<file path="src/hw/rtl/pdc_pkg.sv">
package pdc_pkg;

  // Unit vectors and angles are carried in Q2.30.
  localparam int UNIT_BITS    = 30;
  localparam int CORDIC_STEPS = 30;

  localparam logic [30:0] UNIT_ONE    = 31'h4000_0000;
  localparam logic [31:0] PI_Q30      = 32'd3373259426;
  localparam logic [31:0] HALF_PI_Q30 = 32'd1686629713;

  // Datapath operations, one issued per cycle by the controller.
  typedef enum logic [4:0] {
    OP_NONE,
    OP_DIFF,
    OP_SHR,
    OP_MAC_SQ,
    OP_MAC_DOT,
    OP_ACC,
    OP_SQRT_LEN,
    OP_LEN_SAVE,
    OP_DIV_UNIT,
    OP_UNIT_SAVE,
    OP_COS,
    OP_MUL_C,
    OP_SQRT_SINE,
    OP_TRIG_INIT,
    OP_TRIG_SPECIAL,
    OP_CORDIC,
    OP_ANGLE,
    OP_LSUM,
    OP_DIV_Q,
    OP_Q_SAVE,
    OP_ZERO,
    OP_CLEAR_RES,
    OP_OUT_LOAD
  } dp_op_t;

  typedef struct packed {
    dp_op_t     op;
    logic       seg;
    logic [1:0] idx;
    logic [4:0] step;
    logic       capture;
    logic       load_new;
    logic       shift_in;
    logic       shift_b;
  } dp_cmd_t;

  typedef struct packed {
    logic any_big;
    logic all_zero;
    logic sqrt_done;
    logic div_done;
    logic trig_special;
  } dp_stat_t;

  // Arctangent of 2^-i in Q30 radians.
  function automatic logic [31:0] atan_q30(input logic [4:0] i);
    logic [31:0] r;
    unique case (i)
      5'd0:  r = 32'd843314857;
      5'd1:  r = 32'd497837829;
      5'd2:  r = 32'd263043837;
      5'd3:  r = 32'd133525159;
      5'd4:  r = 32'd67021687;
      5'd5:  r = 32'd33543516;
      5'd6:  r = 32'd16775851;
      5'd7:  r = 32'd8388437;
      5'd8:  r = 32'd4194283;
      5'd9:  r = 32'd2097149;
      5'd10: r = 32'd1048576;
      5'd11: r = 32'd524288;
      5'd12: r = 32'd262144;
      5'd13: r = 32'd131072;
      5'd14: r = 32'd65536;
      5'd15: r = 32'd32768;
      5'd16: r = 32'd16384;
      5'd17: r = 32'd8192;
      5'd18: r = 32'd4096;
      5'd19: r = 32'd2048;
      5'd20: r = 32'd1024;
      5'd21: r = 32'd512;
      5'd22: r = 32'd256;
      5'd23: r = 32'd128;
      5'd24: r = 32'd64;
      5'd25: r = 32'd32;
      5'd26: r = 32'd16;
      5'd27: r = 32'd8;
      5'd28: r = 32'd4;
      5'd29: r = 32'd2;
      default: r = 32'd0;
    endcase
    return r;
  endfunction

endpackage

</file>
<file path="src/hw/rtl/pdc_ctrl.sv">
// Sequencer for one curvature value and the output word counter.
module pdc_ctrl (
  input  logic               clk,
  input  logic               rst_n,
  input  logic               in_valid,
  input  logic               in_last_point,
  input  logic               out_stall,
  input  pdc_pkg::dp_stat_t  stat,
  output pdc_pkg::dp_cmd_t   cmd,
  output logic               in_stall,
  output logic               out_valid,
  output logic               out_last_of_line
);

  typedef enum logic [4:0] {
    S_IDLE, S_DIFF, S_NORM, S_SQ, S_SQACC, S_LEN_GO, S_LEN_WAIT,
    S_UNIT_GO, S_UNIT_WAIT, S_DOT, S_DOTACC, S_COS, S_CSQ,
    S_SINE_GO, S_SINE_WAIT, S_TRIG_SEL, S_CORDIC, S_ANGLE, S_LSUM,
    S_QDIV_GO, S_QDIV_WAIT, S_ZERO, S_TWO, S_EMIT
  } state_t;

  localparam logic [1:0] SEEN_NONE = 2'd0;
  localparam logic [1:0] SEEN_ONE  = 2'd1;
  localparam logic [1:0] SEEN_TWO  = 2'd2;
  localparam logic [1:0] SEEN_MORE = 2'd3;

  state_t     state_r, state_nxt;
  logic       seg_r, seg_nxt;
  logic [1:0] idx_r, idx_nxt;
  logic [4:0] step_r, step_nxt;
  logic [1:0] seen_r, seen_nxt;
  logic       last_r, last_nxt;
  logic [1:0] emit_n_r, emit_n_nxt;
  logic [1:0] out_cnt_r, out_cnt_nxt;
  logic       out_last_r, out_last_nxt;

  always_comb begin
    state_nxt    = state_r;
    seg_nxt      = seg_r;
    idx_nxt      = idx_r;
    step_nxt     = step_r;
    seen_nxt     = seen_r;
    last_nxt     = last_r;
    emit_n_nxt   = emit_n_r;
    out_cnt_nxt  = out_cnt_r;
    out_last_nxt = out_last_r;

    cmd.op       = pdc_pkg::OP_NONE;
    cmd.seg      = seg_r;
    cmd.idx      = idx_r;
    cmd.step     = step_r;
    cmd.capture  = 1'b0;
    cmd.load_new = 1'b0;
    cmd.shift_in = 1'b0;
    cmd.shift_b  = 1'b0;

    if (out_cnt_r != 2'd0 && !out_stall) begin
      out_cnt_nxt = out_cnt_r - 2'd1;
    end

    unique case (state_r)
      S_IDLE: begin
        if (in_valid) begin
          unique case (seen_r)
            SEEN_NONE: begin
              cmd.load_new = 1'b1;
              seen_nxt = in_last_point ? SEEN_NONE : SEEN_ONE;
            end
            SEEN_ONE: begin
              if (in_last_point) begin
                cmd.capture = 1'b1;
                seen_nxt    = SEEN_NONE;
                emit_n_nxt  = 2'd2;
                last_nxt    = 1'b1;
                state_nxt   = S_TWO;
              end else begin
                cmd.shift_in = 1'b1;
                seen_nxt     = SEEN_TWO;
              end
            end
            default: begin
              cmd.capture = 1'b1;
              emit_n_nxt  = ((seen_r == SEEN_TWO) ? 2'd2 : 2'd1) + {1'b0, in_last_point};
              last_nxt    = in_last_point;
              seen_nxt    = in_last_point ? SEEN_NONE : SEEN_MORE;
              seg_nxt     = 1'b0;
              state_nxt   = S_DIFF;
            end
          endcase
        end
      end
      S_DIFF: begin
        cmd.op    = pdc_pkg::OP_DIFF;
        state_nxt = S_NORM;
      end
      S_NORM: begin
        priority if (stat.all_zero) begin
          state_nxt = S_ZERO;
        end else if (stat.any_big) begin
          cmd.op = pdc_pkg::OP_SHR;
        end else begin
          idx_nxt   = 2'd0;
          state_nxt = S_SQ;
        end
      end
      S_SQ: begin
        cmd.op = pdc_pkg::OP_MAC_SQ;
        if (idx_r == 2'd2) begin
          state_nxt = S_SQACC;
        end else begin
          idx_nxt = idx_r + 2'd1;
        end
      end
      S_SQACC: begin
        cmd.op    = pdc_pkg::OP_ACC;
        state_nxt = S_LEN_GO;
      end
      S_LEN_GO: begin
        cmd.op    = pdc_pkg::OP_SQRT_LEN;
        state_nxt = S_LEN_WAIT;
      end
      S_LEN_WAIT: begin
        if (stat.sqrt_done) begin
          cmd.op    = pdc_pkg::OP_LEN_SAVE;
          idx_nxt   = 2'd0;
          state_nxt = S_UNIT_GO;
        end
      end
      S_UNIT_GO: begin
        cmd.op    = pdc_pkg::OP_DIV_UNIT;
        state_nxt = S_UNIT_WAIT;
      end
      S_UNIT_WAIT: begin
        if (stat.div_done) begin
          cmd.op = pdc_pkg::OP_UNIT_SAVE;
          if (idx_r == 2'd2) begin
            idx_nxt = 2'd0;
            if (!seg_r) begin
              seg_nxt   = 1'b1;
              state_nxt = S_DIFF;
            end else begin
              state_nxt = S_DOT;
            end
          end else begin
            idx_nxt   = idx_r + 2'd1;
            state_nxt = S_UNIT_GO;
          end
        end
      end
      S_DOT: begin
        cmd.op = pdc_pkg::OP_MAC_DOT;
        if (idx_r == 2'd2) begin
          state_nxt = S_DOTACC;
        end else begin
          idx_nxt = idx_r + 2'd1;
        end
      end
      S_DOTACC: begin
        cmd.op    = pdc_pkg::OP_ACC;
        state_nxt = S_COS;
      end
      S_COS: begin
        cmd.op    = pdc_pkg::OP_COS;
        state_nxt = S_CSQ;
      end
      S_CSQ: begin
        cmd.op    = pdc_pkg::OP_MUL_C;
        state_nxt = S_SINE_GO;
      end
      S_SINE_GO: begin
        cmd.op    = pdc_pkg::OP_SQRT_SINE;
        state_nxt = S_SINE_WAIT;
      end
      S_SINE_WAIT: begin
        if (stat.sqrt_done) begin
          cmd.op    = pdc_pkg::OP_TRIG_INIT;
          state_nxt = S_TRIG_SEL;
        end
      end
      S_TRIG_SEL: begin
        if (stat.trig_special) begin
          cmd.op    = pdc_pkg::OP_TRIG_SPECIAL;
          state_nxt = S_LSUM;
        end else begin
          step_nxt  = 5'd0;
          state_nxt = S_CORDIC;
        end
      end
      S_CORDIC: begin
        cmd.op = pdc_pkg::OP_CORDIC;
        if (step_r == 5'(pdc_pkg::CORDIC_STEPS - 1)) begin
          state_nxt = S_ANGLE;
        end else begin
          step_nxt = step_r + 5'd1;
        end
      end
      S_ANGLE: begin
        cmd.op    = pdc_pkg::OP_ANGLE;
        state_nxt = S_LSUM;
      end
      S_LSUM: begin
        cmd.op    = pdc_pkg::OP_LSUM;
        state_nxt = S_QDIV_GO;
      end
      S_QDIV_GO: begin
        cmd.op    = pdc_pkg::OP_DIV_Q;
        state_nxt = S_QDIV_WAIT;
      end
      S_QDIV_WAIT: begin
        if (stat.div_done) begin
          cmd.op    = pdc_pkg::OP_Q_SAVE;
          state_nxt = S_EMIT;
        end
      end
      S_ZERO: begin
        cmd.op    = pdc_pkg::OP_ZERO;
        state_nxt = S_EMIT;
      end
      S_TWO: begin
        cmd.op    = pdc_pkg::OP_CLEAR_RES;
        state_nxt = S_EMIT;
      end
      S_EMIT: begin
        // Wait for the previous point's words to drain, then hand over.
        if (out_cnt_r == 2'd0) begin
          cmd.op       = pdc_pkg::OP_OUT_LOAD;
          cmd.shift_b  = 1'b1;
          out_cnt_nxt  = emit_n_r;
          out_last_nxt = last_r;
          state_nxt    = S_IDLE;
        end
      end
      default: begin
        state_nxt = S_IDLE;
      end
    endcase
  end

  always_ff @(posedge clk) begin
    if (!rst_n) begin
      state_r    <= S_IDLE;
      seg_r      <= 1'b0;
      idx_r      <= '0;
      step_r     <= '0;
      seen_r     <= SEEN_NONE;
      last_r     <= 1'b0;
      emit_n_r   <= '0;
      out_cnt_r  <= '0;
      out_last_r <= 1'b0;
    end else begin
      state_r    <= state_nxt;
      seg_r      <= seg_nxt;
      idx_r      <= idx_nxt;
      step_r     <= step_nxt;
      seen_r     <= seen_nxt;
      last_r     <= last_nxt;
      emit_n_r   <= emit_n_nxt;
      out_cnt_r  <= out_cnt_nxt;
      out_last_r <= out_last_nxt;
    end
  end

  assign in_stall         = state_r != S_IDLE;
  assign out_valid        = out_cnt_r != 2'd0;
  assign out_last_of_line = out_last_r && (out_cnt_r == 2'd1);

endmodule

</file>
<file path="config.mk">
export PLATFORM = sky130hd
export DESIGN_NAME = pdc_ctrl
export DESIGN_NICKNAME = d
export VERILOG_FILES = /design/src/hw/rtl/pdc_pkg.sv /design/src/hw/rtl/pdc_ctrl.sv
export SDC_FILE = /design/constraint.sdc
export NUM_CORES = 1
export LEC_CHECK = 0
export ABC_AREA = 1
export BUFFER_PORTS_ARGS = -buffer_cell sky130_fd_sc_hd__buf_4
export CAP_MARGIN = 20
export CORE_MARGIN = 1.5
export CORE_UTILIZATION = 55
export DETAILED_ROUTE_END_ITERATION = 16
export GPL_ROUTABILITY_DRIVEN = 0
export GPL_TIMING_DRIVEN = 0
export PLACE_DENSITY = 0.84
export SYNTH_ARGS = -nofsm -noshare
export SYNTH_HDL_FRONTEND = slang
export SYNTH_SLANG_ARGS = --single-unit
</file>
<file path="constraint.sdc">
create_clock -name clk -period 3.8 [get_ports clk]
set_input_delay 0 -clock clk [delete_from_list [all_inputs] [get_ports clk]]
set_output_delay 0 -clock clk [all_outputs]
set_load 0.02 [all_outputs]
</file>
==> results.cfg, run 1 <==
[yosys]
netlist_top_cells_count = nand2_1 (72), nor2_1 (48), nand3_1 (35)
postSynthAreaPerCell_um2 = 5.97
yosys.area.top_type = dfxtp_1
synthDistinctLibCells = 34
synthCells = 311
netlist_area_mm2 = 0.00186
synth_top_area_share_pct = 22.6
synth_area_leaders = dfxtp_1 (23%), nand2_1 (15%), nor2_1 (9.7%)
yosys_most_used_dff = dfxtp_1
synth_edf_count = 0
async_flop_share_pct = 0
yosysWarningCount = 0
synth_nets = 329
synth_seq_cells = 21
seq_area_frac_synth_pct = 22.6
yosysMostFrequentCell = nand2_1

[global_route]
grt_first_pass_wirelength_um = 7820
overflow = 0
grt_pass1_vias = 1798
grt_usage_pct = 28.1
antenna_found_initial = 0
grt_max_degree = 13

[power_and_ir_drop]
leakage_nw = 1.15
peakVddDrop_mv = 0.489
power_density_mw_per_mm2 = 700
power.total_w = 0.00151

[placement]
port-buffer-count = 28
dpl.hpwl_um = 4040
dp_cells = 383

[status]
status = completed

[setup_path]
cp-end-kind = primary output
cp.depth = 7
timing.critical_path.buf_inv = 3
cp_slowest_stage_delay_ns = 0.54
startpoint_type = flip-flop
cp_slowest_cell = dfxtp_1
path_class = flip-flop to primary output
cp_cell_sequence = inv_2 > buf_2 > nand3_1 > nand2_1 > nor4_1 > nand3_1 > buf_4
crit_family = simple AND/OR/NAND/NOR gates
arrival_ns = 2.00
crit_required_ns = 3.80
cp_max_fo = 10
crit_path_frequent_cell = nand3_1
r2r_cells = 10

[timing]
final.setup.tns_ns = 0
period_share_pct = 52.7
setup_viol = 0
rsz0062_at_grt = false
finalHoldViolations = 0
final.min_clock_period_ns = 2.00
slew_viol_final = 0
clock_skew_ns = 0.00585
worst_slew_pin_slew_ns = 0.424
maxSlewHeadroom_pct = 71.5
fmax_mhz = 499

[detailed_routing]
drt_pass1_iterations = 6
drc = 0
routedWlPerCell_um = 12.8
vias = 2124
viasPerCell = 5.47
ant_nets = 0
initialDrtViolationCount = 220
drt-total-wl_um = 4950

[clock_network]
cts_tree = yes
post_cts_buffers = 0
cts.clk_slew.worst_paths_ns = 0.12
cts_num_sinks = 21
numCtsBuffers = 3
clkLatencyLatePin_ns = 0.31
cts.htree.levels = 1
root_buffer = clkbuf_4
cts_buffer_depth = 2
cts_resized = 0

[floorplan]
die-area_mm2 = 0.00373
row_count = 20
ios = 30
die_h_um = 61.1
core_mm2 = 0.00313
initial_core_util_pct = 59.4
die_w_um = 61.1

[min_path]
min_path_cells = 3
hp-class = input pin to flip-flop

[final_layout]
fin_util_pct = 69.0
layout-drive-gt1-share_pct = 19.8
instances_no_fill = 388
area_growth_pct = 16.3
diodes = 0
nets = 363

[flow_run]
cap_violations = 0
sequential cells by signal (all words and copies together), names as in the netlist:
register,cells
seg_r,1
state_r,5
emit_n_r,2
out_last_r,1
step_r,5
seen_r,2
last_r,1
idx_r,2
out_cnt_r,2
worst paths after layout:
kind,from,endpoint,slack (ns)
setup reg to reg,state_r[4]$_SDFFE_PN0P_,state_r[2]$_SDFFE_PN0P_,2.00
hold / removal,rst_n,seg_r$_SDFFE_PN0P_,0.08
hold reg to reg,last_r$_SDFFE_PN0P_,last_r$_SDFFE_PN0P_,0.51
setup / recovery,state_r[4]$_SDFFE_PN0P_,cmd[14],1.80
tightest hold or removal path, stage by stage:
cell and delay (ns):
clkbuf_1 0.21, nand2_1 0.12, nor2_1 0.03
through the flow:
stage          hold slack, ns  worst slack [ns]  cell area [µm²]
6_report               0.0791              1.80             2160
2_1_floorplan           0.164              2.16             1860
3_3_place_gp            0.310              2.13             2120
5_1_grt                0.0983              1.70             2160
3_5_place_dp            0.320              2.14             2120
4_1_cts                0.0833              1.87             2160
area by class of cell:
type	count	area (µm²)
Clock inverter	1	5.00
Sequential cell	21	420
Buffer	5	32.5
Tap cell	44	55.1
Fill cell	285	968
Timing Repair Buffer	29	220
Multi-Input combinational cell	242	1240
Inverter	43	161
Clock buffer	3	22.5
power by group:
group / switching (W) / internal (W)
combinational: 0.000688 / 0.000376
clock: 0.0000723 / 0.0000394
sequential: 0.0000629 / 0.000274
routing by layer:
layer	track usage [%]	wire, µm	up-vias
met5	0	0	-
met4	7.14	71	0
met3	5.46	483	13
met2	44.4	2180	124
met1	39.3	2220	921
li1	-	-	1066
what timing repair did:
| action | CTS | global route |
|---|---|---|
| endpoints found under the hold margin | 1 | 0 |
| endpoints found under the setup margin | 0 | 0 |
| hold buffers | 1 | 0 |
cell families after synthesis:
kind of cell | Yosys count | share of synthesized area (%)
adder cells (fa/ha/maj) | 8 | 5.39
flip-flops | 21 | 22.6
multiplexers | 1 | 0.606
XOR/XNOR | 2 | 0.944
buffers and inverters | 48 | 10.4
AO/OA/AOI/OAI | 37 | 10.8
AND/OR/NAND/NOR | 194 | 49.1
layout by cell type (no fill, tap or decap), drive strengths merged:
cell type and instances:
nand2 77, dfxtp 21, buf 32, a31oi 1, a211oi 3, dlygate4sd3 1, o21bai 1, xor2 2
ha 8, nor3 6, o211ai 1, o21ai 17, nor4 1, o21a 1, nand3b 2, nor2 63
clkinv 2, a21oi 13, inv 42, clkbuf 4, and3 2, nand4 4, mux2 1, nand3 36
nor3b 3
Power figures use the tool's default switching activity.
==> inputs of run 2 (changes only) <==
Settings changed: ABC_AREA 1 to 0.
Clock period 3.8 ns to 2.1 ns, I/O delays scaled along.
==> run 2 against run 1 <==
- routed wire length decreased by 6.5%
- sequential power grew 55%
- count of clock-buffer cells in the layout did not move
- power up 55%
- synthesized cell count down 25%
==> results.cfg, run 2 <==
[status]
status = completed

[global_route]
grt_pass1_vias = 1644
grt_max_degree = 14
antenna_found_initial = 0
overflow = 0
grt_first_pass_wirelength_um = 7550
grt_usage_pct = 27.6

[timing]
worst_slew_pin_slew_ns = 0.615
rsz0062_at_grt = false
clock_skew_ns = 0.00982
finalHoldViolations = 0
fmax_mhz = 508
final.min_clock_period_ns = 1.97
slew_viol_final = 0
setup_viol = 0
final.setup.tns_ns = 0
period_share_pct = 93.7
maxSlewHeadroom_pct = 58.9

[clock_network]
cts_buffer_depth = 2
cts.htree.levels = 1
cts.clk_slew.worst_paths_ns = 0.12
root_buffer = clkbuf_4
numCtsBuffers = 3
cts_num_sinks = 21
clkLatencyLatePin_ns = 0.32
cts_tree = yes

[final_layout]
nets = 285
seq_area_um2 = 423
final_cell_mix = buf_4 (30), nand2_1 (22), dfxtp_1 (19)
layout_commonest_cell = buf_4
fillers = 285
multi_input_area_mm2 = 0.00120
layout-drive-gt1-share_pct = 22.2
diodes = 0
largestRegisters = state_r (5), step_r (5)
area_growth_pct = 18.0

[yosys]
synthCells = 233
synth_top_area_share_pct = 23.8
yosysWarningCount = 0
synth_seq_cells = 21
synth_nets = 251
postSynthAreaPerCell_um2 = 7.58
yosys.area.top_type = dfxtp_1
synth_edf_count = 0
yosys_most_used_dff = dfxtp_1
netlist_area_mm2 = 0.00177
async_flop_share_pct = 0
netlist_top_cells_count = nand2_1 (22), dfxtp_1 (21), a21oi_1 (17)
yosysMostFrequentCell = nand2_1
seq_area_frac_synth_pct = 23.8
synthDistinctLibCells = 54
synth_area_leaders = dfxtp_1 (24%), ha_1 (5.7%), a21oi_1 (4.8%)

[placement]
dpl.hpwl_um = 3330
port-buffer-count = 28

[floorplan]
die-area_mm2 = 0.00356
ios = 30
initial_core_util_pct = 57.8
die_w_um = 59.7
core_mm2 = 0.00305
row_count = 20
die_h_um = 59.7

[detailed_routing]
drt_pass1_iterations = 5
initialDrtViolationCount = 217
vias = 1860
drt-total-wl_um = 4630
routedWlPerCell_um = 14.9
drc = 0
ant_nets = 0
viasPerCell = 6.00

[setup_path]
path_class = flip-flop to primary output
cp_max_fo = 10
startpoint_type = flip-flop
crit_family = buffers and inverters
cp_slowest_stage_delay_ns = 0.32
timing.critical_path.buf_inv = 4
cp-end-kind = primary output
cp_cell_sequence = buf_2 > buf_2 > clkbuf_4 > o21ai_0 > a21oi_1 > o22ai_1 > o22ai_1 > buf_4
crit_required_ns = 2.10
arrival_ns = 1.97
cp_slowest_cell = dfxtp_1

[power_and_ir_drop]
power.total_w = 0.00234
peakVddDrop_mv = 0.549
leakage_nw = 0.910
power_density_mw_per_mm2 = 1120

[min_path]
hp-class = input pin to flip-flop

[flow_run]
cap_violations = 0
==> run 2: timing repair <==
item,in CTS,in global routing
endpoints found under the hold margin,0,1
buffers inserted,0,0
gates resized for setup,0,5
hold buffers,0,1
endpoints found under the setup margin,0,4
==> run 2: power by group <==
part / internal (W) / total [W] / switching [W]
logic: 0.000660 / 0.00161 / 0.000948
clock network: 0.0000728 / 0.000210 / 0.000137
registers: 0.000464 / 0.000523 / 0.0000597
total: 0.00120 / 0.00234 / 0.00114
==> run 2: cell families (layout without fill, tap and decap cells) <==
kind of cell	Yosys count	after routing	synth area share (%)
mux	3	3	1.70
compound gates	71	71	29.3
simple gates	89	89	26.8
fa+ha+maj	8	8	5.67
buf+inv	33	66	8.79
xor+xnor	8	8	3.97
flops	21	21	23.8
==> run 2: worst paths after layout <==
path                                               from  cells past startpoint  slack (ns)                       to
worst max-delay path            state_r[3]$_SDFFE_PN0P_                      8        0.13                  cmd[12]
worst min-delay path                            stat[1]                      3        0.02       seg_r$_SDFFE_PN0P_
worst max register to register    idx_r[0]$_SDFFE_PN0P_                      6        0.17  state_r[2]$_SDFFE_PN0P_
worst min register to register      last_r$_SDFFE_PN0P_                      2        0.49      last_r$_SDFFE_PN0P_
==> run 2: area by class of cell <==
cell class / count / share of cell area, %
Multi-Input combinational cell: 179 / 57.5
Sequential cell: 21 / 20.3
Timing Repair Buffer: 29 / 10.6
Buffer: 20 / 5.23
Tap cell: 44 / 2.64
Inverter: 13 / 2.34
Clock buffer: 3 / 1.08
Clock inverter: 1 / 0.360
==> run 2: metal layers <==
metal  routed length (µm)  GRT usage [%]  vias to the layer above
met5                    0              0                        -
met4                  138           10.2                        0
met3                  376           3.90                       13
met2                 2080           43.2                       95
met1                 2030           38.3                      843
li1                     -              -                      909
==> run 2: worst reg2reg max path: stages (launching register included) <==
cell,delay (ns)
dfxtp_1,0.40
inv_1,0.10
ha_1,0.28
or4_1,0.54
o2111a_2,0.20
a21o_1,0.20
o311a_1,0.12
==> run 2: metrics by stage <==
step | cell area [µm²] | instances | worst slack [ns] | hold slack (ns) | utilization, %
floorplan | 1770 | 233 | 0.181 | 0.173 | -
global placement | 2030 | 305 | 0.225 | 0.340 | 66.5
detailed placement | 2030 | 305 | 0.210 | 0.353 | 66.5
CTS | 2060 | 309 | 0.0756 | 0.00313 | 67.5
global route | 2080 | 310 | 0.00608 | 0.0239 | 68.2
finish | 2080 | 310 | 0.132 | 0.0213 | 68.2
==> inputs of run 3 (changes only) <==
Settings changed: CORE_ASPECT_RATIO set to 0.75.
==> run 3 against run 2 <==
- first-iteration DRC count down 20%
- clock skew down 0.0060 ns
- maximum frequency down 0.41%
- sequential power down 1%
- largest power group unchanged
- count of clock-buffer cells in the layout unchanged
- highest routed layer unchanged
- sequential cell count unchanged
- hold slack better by 0.053 ns
- non-clock buffer count down 1
- cell area down 0.30%
- critical endpoint is now cmd[13]
==> results.cfg, run 3 (synthesis gave the netlist of run 2 again) <==
[final_layout]
layout-drive-gt1-share_pct = 21.1
fin_util_pct = 69.3
fillers = 267
layout_commonest_cell = buf_4
largestRegisters = state_r (5), step_r (5)
final_cell_mix = buf_4 (30), nand2_1 (22), dfxtp_1 (21)
diodes = 0
multi_input_area_mm2 = 0.00119
seq_area_um2 = 420
nets = 284
area_growth_pct = 17.6

[timing]
clock_skew_ns = 0.00385
final.setup.tns_ns = 0
rsz0062_at_grt = false
worst_slew_pin_slew_ns = 0.565
maxSlewHeadroom_pct = 62.0
finalHoldViolations = 0
setup_viol = 0
setup_slack_ns = 0.124
period_share_pct = 94.1
fmax_mhz = 506
slew_viol_final = 0
final.min_clock_period_ns = 1.98

[floorplan]
die-area_mm2 = 0.00356
die_h_um = 52.1
die_w_um = 68.4
initial_core_util_pct = 58.9
ios = 30
row_count = 17
core_mm2 = 0.00300

[flow_run]
cap_violations = 0

[clock_network]
cts_resized = 0
cts.htree.levels = 1
cts_tree = yes
ctsHoldBuffers = 0
clkLatencyLatePin_ns = 0.27
root_buffer = clkbuf_8
cts.clk_slew.worst_paths_ns = 0.08
post_cts_buffers = 0
numCtsBuffers = 3
cts_buffer_depth = 2
cts_num_sinks = 21

[placement]
port-buffer-count = 28
pre_cts_slack_ns = 0.220
dpl.hpwl_um = 3430

[setup_path]
startpoint_type = flip-flop
crit_required_ns = 2.10
cp_slowest_cell = clkbuf_1
arrival_ns = 1.98
path_class = flip-flop to primary output
cp_max_fo = 10
cp-end-kind = primary output
cp_slowest_stage_delay_ns = 0.41
cp_cell_sequence = buf_6 > buf_2 > clkbuf_1 > o221ai_1 > o21ai_0 > nand3_1 > buf_4

[global_route]
grt_first_pass_wirelength_um = 7910
grt_usage_pct = 29.5
grt_max_degree = 14
overflow = 0
antenna_found_initial = 0
grt_pass1_vias = 1695

[detailed_routing]
routedWlPerCell_um = 15.7
ant_nets = 0
drc = 0
initialDrtViolationCount = 173
vias = 1905
viasPerCell = 6.29
drt-total-wl_um = 4760
drt_pass1_iterations = 5

[power_and_ir_drop]
power.total_w = 0.00242
peakVddDrop_mv = 0.802
power_density_mw_per_mm2 = 1160
leakage_nw = 0.912

[min_path]
hp-class = input pin to flip-flop

[status]
status = completed
==> run 3: final cells by class <==
cell class                      count  share of cell area [%]
Multi-Input combinational cell    179                    57.4
Sequential cell                    21                    20.2
Clock inverter                      1                   0.361
Buffer                             20                    5.24
Clock buffer                        3                    1.99
Tap cell                           38                    2.29
Inverter                           13                    2.35
Timing Repair Buffer               28                    10.1
==> run 3: per-layer routing <==
layer / GRT usage [%] / routed length (µm)
met4: 8.00 / 64
met5: 0 / 0
met3: 6.71 / 446
met2: 44.6 / 2060
met1: 41.6 / 2190
==> run 3: worst max-delay path: cells and delay by family, from the launching register on <==
kind	cells	cell delay (ns)
AO/OA/AOI/OAI	2	0.31
buffers and inverters	4	0.95
flip-flops	1	0.33
AND/OR/NAND/NOR	1	0.10
==> run 3: power breakdown <==
| group | switching, W | leakage [nW] | internal (W) |
|---|---|---|---|
| Clock | 0.000145 | 0.0217 | 0.000134 |
| Combinational | 0.000964 | 0.720 | 0.000656 |
| Sequential | 0.0000569 | 0.170 | 0.000460 |
==> run 3: metrics by stage <==
stage,hold slack (ns),cell area [µm²],instances
3_3_place_gp,0.345,2020,299
4_1_cts,0.0685,2070,303
2_1_floorplan,0.173,1770,233
5_1_grt,0.0845,2080,303
3_5_place_dp,0.346,2020,299
6_report,0.0742,2080,303
==> run 3: final timing paths <==
kind / from / endpoint / slack, ns / cells past startpoint
min: stat[1] / seg_r$_SDFFE_PN0P_ / 0.07 / 3
min reg2reg: last_r$_SDFFE_PN0P_ / last_r$_SDFFE_PN0P_ / 0.48 / 2
max reg2reg: idx_r[0]$_SDFFE_PN0P_ / state_r[2]$_SDFFE_PN0P_ / 0.18 / 6
max: state_r[1]$_SDFFE_PN0P_ / cmd[13] / 0.12 / 7
